**config.mk**
```make
export PLATFORM = sky130hd
export DESIGN_NAME = plsm_mulshift
export DESIGN_NICKNAME = d
export VERILOG_FILES = /design/src/rtl/plsm_pkg.sv /design/src/rtl/plsm_mulshift.sv
export SDC_FILE = /design/constraint.sdc
export NUM_CORES = 2
export LEC_CHECK = 0
export BUFFER_PORTS_ARGS = -buffer_cell sky130_fd_sc_hd__buf_2
export CORE_AREA = 2 2 317 319
export DETAILED_ROUTE_END_ITERATION = 8
export DIE_AREA = 0 0 319 321
export PLACE_DENSITY_LB_ADDON = 0.15
export SYNTH_ARGS = -nofsm -noshare
export SYNTH_HDL_FRONTEND = slang
export SYNTH_SLANG_ARGS = --single-unit
```
**constraint.sdc**
```tcl
create_clock -name clk -period 10.35 [get_ports clk]
set_clock_uncertainty 0.05 [all_clocks]
set_input_delay 0.5175 -clock clk [delete_from_list [all_inputs] [get_ports clk]]
set_output_delay 0.5175 -clock clk [all_outputs]
set_load 0.005 [all_outputs]
```
**src/rtl/plsm_pkg.sv**
```systemverilog
// ----------------------------------------------------------------------------
// plsm_pkg: shared types and constants of the sum minimizer
// Word formats, sequencer states, breakpoint kinds and saturating arithmetic.
// ----------------------------------------------------------------------------
`default_nettype none
package plsm_pkg;

  typedef struct packed {
    logic [31:0]        low_bound;
    logic [31:0]        high_bound;
    logic signed [31:0] coef_first;
    logic signed [31:0] coef_second;
    logic signed [31:0] coef_third;
    logic signed [31:0] coef_fourth;
    logic               last;
  } fn_word_t;

  typedef struct packed {
    logic [31:0] least_point;
    logic        found;
  } res_word_t;

  typedef enum logic [4:0] {
    S_LOAD,
    S_B_RD, S_B_MUL, S_B_W0, S_B_W1, S_B_W2,
    S_SORT_KEY, S_SORT_KEYW, S_SORT_RD, S_SORT_CMP,
    S_SW_INIT, S_SW_INITW, S_SW_RD, S_SW_UPD,
    S_SW_M1, S_SW_M1W, S_SW_M2, S_SW_M2W, S_SW_FIN,
    S_DONE
  } state_t;

  localparam logic [1:0] KIND_LOW   = 2'd0;
  localparam logic [1:0] KIND_HIGH  = 2'd1;
  localparam logic [1:0] KIND_MICRO = 2'd2;

  localparam logic signed [63:0] SCORE_LIMIT = 64'sd6553600000;
  localparam logic signed [63:0] S64_MAX = {1'b0, {63{1'b1}}};
  localparam logic signed [63:0] S64_MIN = {1'b1, {63{1'b0}}};
  localparam logic [15:0] MICRO_RESET = 16'd655;

  // Two's complement add that clamps to the 64-bit signed range.
  function automatic logic signed [63:0] sat_add(input logic signed [63:0] a,
                                                 input logic signed [63:0] b);
    logic signed [63:0] s;
    s = a + b;
    if (a[63] == b[63] && s[63] != a[63]) begin
      sat_add = a[63] ? S64_MIN : S64_MAX;
    end else begin
      sat_add = s;
    end
  endfunction

endpackage
`default_nettype wire

```
**src/rtl/plsm_mulshift.sv**
```systemverilog
// ----------------------------------------------------------------------------
// plsm_mulshift: iterative signed term times point product
// Forms floor(coef * point / 65536), saturated to 64 bits, from four
// 32x32 partial products taken one per cycle.
// ----------------------------------------------------------------------------
`default_nettype none
module plsm_mulshift #(
  parameter int VALUE_WIDTH = 32
) (
  input  wire logic                     clk,
  input  wire logic                     rst,
  input  wire logic                     start,
  input  wire logic signed [63:0]       coef,
  input  wire logic [VALUE_WIDTH-1:0]   point,
  output logic                          done,
  output logic signed [63:0]            result
);
  import plsm_pkg::*;

  logic [63:0]  mag;
  logic [63:0]  pnt;
  logic         neg;
  logic         busy;
  logic [2:0]   cnt;
  logic         mulv;
  logic [63:0]  pp;
  logic [1:0]   psh;
  logic [127:0] acc;

  logic [31:0]  a_sel;
  logic [31:0]  b_sel;
  logic [63:0]  q;
  logic [63:0]  q_inc;
  logic         over;
  logic         frac;
  logic         over_n;

  assign a_sel = cnt[1] ? mag[63:32] : mag[31:0];
  assign b_sel = cnt[0] ? pnt[63:32] : pnt[31:0];

  assign q      = acc[79:16];
  assign over   = acc[127:80] != 48'd0;
  assign frac   = acc[15:0] != 16'd0;
  assign q_inc  = q + {63'd0, frac};
  assign over_n = over || (frac && q == {64{1'b1}});

  always_ff @(posedge clk) begin
    if (rst) begin
      busy <= 1'b0;
      mulv <= 1'b0;
      done <= 1'b0;
      cnt  <= 3'd0;
    end else begin
      done <= 1'b0;
      if (start) begin
        busy <= 1'b1;
        mulv <= 1'b0;
        cnt  <= 3'd0;
        neg  <= coef[63];
        mag  <= coef[63] ? 64'(-coef) : 64'(coef);
        pnt  <= 64'(point);
        acc  <= 128'd0;
      end else if (busy) begin
        if (cnt != 3'd4) begin
          pp   <= a_sel * b_sel;
          psh  <= {1'b0, cnt[1]} + {1'b0, cnt[0]};
          mulv <= 1'b1;
          cnt  <= cnt + 3'd1;
        end else begin
          mulv <= 1'b0;
        end
        if (mulv) begin
          acc <= acc + ({64'd0, pp} << (7'd32 * psh));
        end
        if (cnt == 3'd4 && !mulv) begin
          busy <= 1'b0;
          done <= 1'b1;
          if (!neg) begin
            result <= (over || q[63]) ? S64_MAX : q;
          end else begin
            result <= (over_n || q_inc[63]) ? S64_MIN : -q_inc;
          end
        end
      end
    end
  end

endmodule
`default_nettype wire

```
=== Word level (Yosys, flattened, before mapping) ===
Cells that the tools add are included.
Widths: inputs -> output; s select.

* Logic and storage cells: 56
* Register bits after elaboration: 361
* Bits of input ports: 99
* Output and inout bits: 65

* Shifts and indexed selects: 1
* Reductions and logical operators: 17
* Multiplexer cells: 13
* Eq/ne operators: 3
* Bitwise operators: 3
* Multiply operators: 1
* Add/sub/neg operators: 6

{| class="wikitable"
|+ Operator list
! kind !! number
|-
| $mux 128 || 2
|-
| $mux 64 || 3
|-
| $add 128x128->128 || 1
|-
| $neg 64->64 || 2
|-
| $shl 64x7->128 || 1
|-
| $add 64x1->64 || 1
|-
| $eq 64x64->1 const B || 1
|-
| $mul 32x32->64 || 1
|-
| $mux 32 || 2
|-
| $mux 63 || 1
|-
| $reduce_bool 48->1 || 1
|-
| $reduce_bool 16->1 || 1
|-
| $reduce_and 4->1 || 2
|-
| $mux 1 || 5
|-
| $reduce_and 2->1 || 2
|-
| $reduce_bool 2->1 || 2
|-
| $add 3x1->3 const B || 1
|-
| $eq 3x3->1 const B || 1
|-
| $logic_or 1x1->1 || 3
|-
| $ne 3x3->1 const B || 1
|-
| $not 1->1 || 3
|-
| $reduce_and 3->1 || 1
|-
| $reduce_or 3->1 || 1
|-
| $add 1x1->2 || 1
|-
| 3 further kinds || 4
|}

=== Logic depth before layout (Yosys ltp) ===
* Depth after elaboration: 6
* Mapped depth: 33
* Gate-level depth less buffers: 30

=== Worst setup path after synthesis ===
No wires, ideal clock.

* Path type: reg-to-reg
* Start point: register cnt[1]
* End point: register pp[62] (data pin)
* Period minus slack after synthesis: 9034 ps
* Required time: 10042 ps
* Path buffers: 4
* Stages on the path, launching flop included: 32
* Setup time: 258 ps
* Arrival time: 8726 ps
* Slack: 1316 ps
* Path through: dfxtp_1 clkbuf_1 clkbuf_1 mux2i_1 clkbuf_1 nor2_1 fa_1 inv_1 fa_1 inv_1 fa_1 inv_1 fa_1 inv_1 fa_1 fa_1 fa_1 fa_1 ha_1 clkbuf_1 and3_1 nand2_1 or4b_2 o211ai_1 a221o_1 a21o_1 a21oi_1 o21ai_0 a311oi_1 o21ai_0 a21oi_1 xnor2_1

* Word-level cells in the longest chain between the ends: 2

{| class="wikitable"
|+ Ends and longest elaborated chain
! what !! line !! text
|-
| from (decl) || plsm_mulshift.sv:24 || <nowiki>logic [2:0] cnt;</nowiki>
|-
| from (signal assigned) || plsm_mulshift.sv:68 || <nowiki>cnt <= cnt + 3'd1;</nowiki>
|-
| $mux 32 || plsm_mulshift.sv:38 || <nowiki>assign a_sel = cnt[1] ? mag[63:32] : mag[31:0];</nowiki>
|-
| $mul 32x32->64 || plsm_mulshift.sv:65 || <nowiki>pp <= a_sel * b_sel;</nowiki>
|-
| to (signal assigned) || plsm_mulshift.sv:65 ||
|-
| to (decl) || plsm_mulshift.sv:26 || <nowiki>logic [63:0] pp;</nowiki>
|}

Every way passes these cells.
A chain may end at the register's enable or synchronous reset.

=== Final worst setup path ===
Ends and elaborated chain as after synthesis.

==> summary.txt <==
Synth
  – Unique masters post-synth: 102
  – Ys Warns: 0
  – Syn_nets: 8,017
  – Post-synth top area share: 30.4%
  – Part of the Yosys area used for sequential elements: between 10% and 20%
  – Number of flops mapped to enable cells by yosys: 355
  – Mapped Cells: 6,625
  – Post-synthesis register bit count: 361
  – Synth area leaders: fa_1, edfxtp_1, ha_1
  – Avg Cell Area, Syn: slightly below 9 µm²
  – Fraction of registers with async set/reset: 0%
  – Top_reg_cell synth: edfxtp_1
  – Largest area contributor in the netlist: fa_1
  – Mapped Area: 59,100 µm²

Critical path
  – Critical path arrival: 10.04 ns
  – Startpoint Class: flip-flop
  – Setup CP Type: reg -> reg
  – RR Startpoint: cnt[1]
  – CP most frequent cell: fa_1
  – Worst setup EP type: flip-flop
  – End of the worst register-to-register path: pp[62]
  – Crit path required time: 10.70 ns
  – CP top delay family: adder cells
  – WP buf/inv: 6
  – Max incr delay on CP: 0.68 ns
  – Crit-path slowest cell: mux2i_1
  – Worst R2R Path Depth: 27
  – Reg-to-reg slack, setup: 0.66 ns
  – Crit Path Max Fanout: 24

Placed design
  – Place WS: ~0.85 ns
  – Port bufs: 163
  – RePlAce Congestion: 1.06
  – Detailed Place HPWL: between 150,000 and 200,000 µm

Drt
  – Via count: just under 50,000
  – DRT iter0 DRCs: between 5,000 and 6,000
  – Vias/cell: 6.21
  – Pre-antenna DRT Iters: 6
  – Routed Antenna Nets: 0
  – DR DRC count: 0
  – WL/cell: 25.6 µm
  – Post-Route WL: roughly 200,000 µm

Floorplanning
  – Row cnt: 116
  – Die X: 319 µm
  – Starting Density: about three fifths
  – CORE AREA: 99,300 µm²
  – Die Y: around 320 µm
  – Die area: 102,000 µm²
  – # IOs: 164

CTS
  – Clock transition at path regs: 0.06 ns
  – TritonCTS Buffers: 45
  – Bufs on Longest Clock Path: 3
  – Clk_lat worst skew: 0.66 ns
  – H-tree Lvls: 2
  – CTS tree: built
  – Root Driver: clkbuf_16
  – Post-CTS setup buffers: 0
  – CTS Sinks: roughly 360

STA
  – Final hold vios: 0
  – Worst hold slack: 0.0288 ns
  – Setup violators final: 0
  – Tmin final: 9.69 ns
  – Least-Margin Pin Slew: 1.13 ns
  – Rel. slew slack: approximately 24%
  – Max Freq: 103 MHz
  – RSZ-0062 raised after global routing: false
  – Final setup TNS: 0 ns
  – Setup ws final: 0.658 ns
  – Slew Limit Fails: 0
  – Final Cycle Share: between 90% and 100%

Finish
  – Fill cell count: 8,574
  – ANT cells: 0
  – Layout cells sized above 1: 8.07%
  – Storage cell area: 10,800 µm²
  – Fin nets: about 8,100
  – Multi-input combinational cell area: 43,600 µm²
  – Area delta synth->final: 7.19%

Min path
  – Worst Min Path Start: point[25]
  – Worst hold path depth: 1
  – Hold crit path type: in -> reg
  – Hold Crit Endpoint: pnt[25]

GRT
  – Grt ovf: 0
  – Initial antenna violation count: 4
  – Largest net degree at the start of global routing: 77
  – Vias in the first global route: slightly above 50,000
  – Total GRT Usage: 40.2%
  – Global-route wire length before repair: 307,000 µm

Outcome
  – Status: completed

Job
  – Max cap viols: 0
-- through the flow --
stage | cell area (µm²) | instances | util, %
floorplan | 59100 | 6625 | -
global placement | 61500 | 7900 | 62.0
detailed placement | 61500 | 7900 | 62.0
CTS | 63400 | 8015 | 63.8
global route | 63400 | 8015 | 63.8
finish | 63400 | 8015 | 63.8
-- state kept, by name, summed over array words and instances (netlist names) --
name,count
pp,64
result,64
pnt,32
psh,2
cnt,3
busy,1
mulv,1
acc,128
mag,64
done,1
neg,1
-- worst max path at each step --
stage	slack [ns]	from	endpoint	cells after the start
after floorplan	1.32	cnt[1]	pp[62]	31
after global placement	0.94	cnt[1]	pp[62]	27
after detailed placement	0.85	cnt[1]	pp[62]	27
after CTS	0.84	cnt[1]	pp[62]	27
after global routing	0.47	cnt[1]	pp[62]	27
final	0.66	cnt[1]	pp[62]	27
-- cell usage after synthesis (51+ instances only) --
library cell  instances
a21oi_1             287
and2_1               51
edfxtp_1            355
fa_1                897
o21ai_0             196
xor2_1               99
ha_1                396
nand2_1             715
clkbuf_1            297
inv_1               942
nor2_1              950
a21o_1              104
nand4_1             105
nor3_1               73
mux2i_1              69
nor2b_1              87
nand3_1              76
xnor2_1             218
-- logic make-up after synthesis --
family,synth area share [%]
buffers and inverters,8.29
and+or+nand+nor,17.6
adders and majority gates,38.8
DFF,18.2
muxes,1.95
xor gates and xnor gates,4.70
AOI/OAI and AO/OA,10.5
-- repair_timing --
action / 4_1_cts / 5_1_grt
endpoints found under the hold margin: 31 / 0
resized for setup: 0 / 0
hold buffers: 31 / 0
-- metal layers --
layer	vias to the layer above	GRT usage [%]	share of wire [%]
met2	2914	64.1	45
met3	786	9.83	10
met1	24300	48.5	36
met4	8	27.5	8.7
li1	21700	-	-
met5	-	0	0.023
-- cells in the final DEF, fill, tap and decap left out, types with 32 or more instances in the layout --
master	n
a22o_1	32
fa_1	897
xor2_1	99
nand2b_1	37
edfxtp_1	355
o21ai_0	196
nand2_1	715
mux2_2	41
and3_1	43
nor2b_1	81
buf_2	162
and2_1	51
ha_1	396
xnor2_1	218
nor4_1	44
buf_4	157
nor2_1	947
o21bai_1	48
nor3_1	72
clkbuf_16	45
a21oi_1	287
nand3_1	76
mux2i_1	43
a31oi_1	32
inv_1	942
nand4_1	105
a21o_1	104
-- area by class of cell --
cell class / instances / share of cell area [%]
multi-input combinational: 4978 / 68.8
sequential: 361 / 17.0
inverter: 943 / 5.59
timing repair buffer: 351 / 3.66
tap: 1298 / 2.56
clock buffer: 54 / 1.83
clock inverter: 30 / 0.541
Power is left out: the tool's default activity adds up to more than one toggle a clock period on the data nets, which glitch-free logic cannot reach.
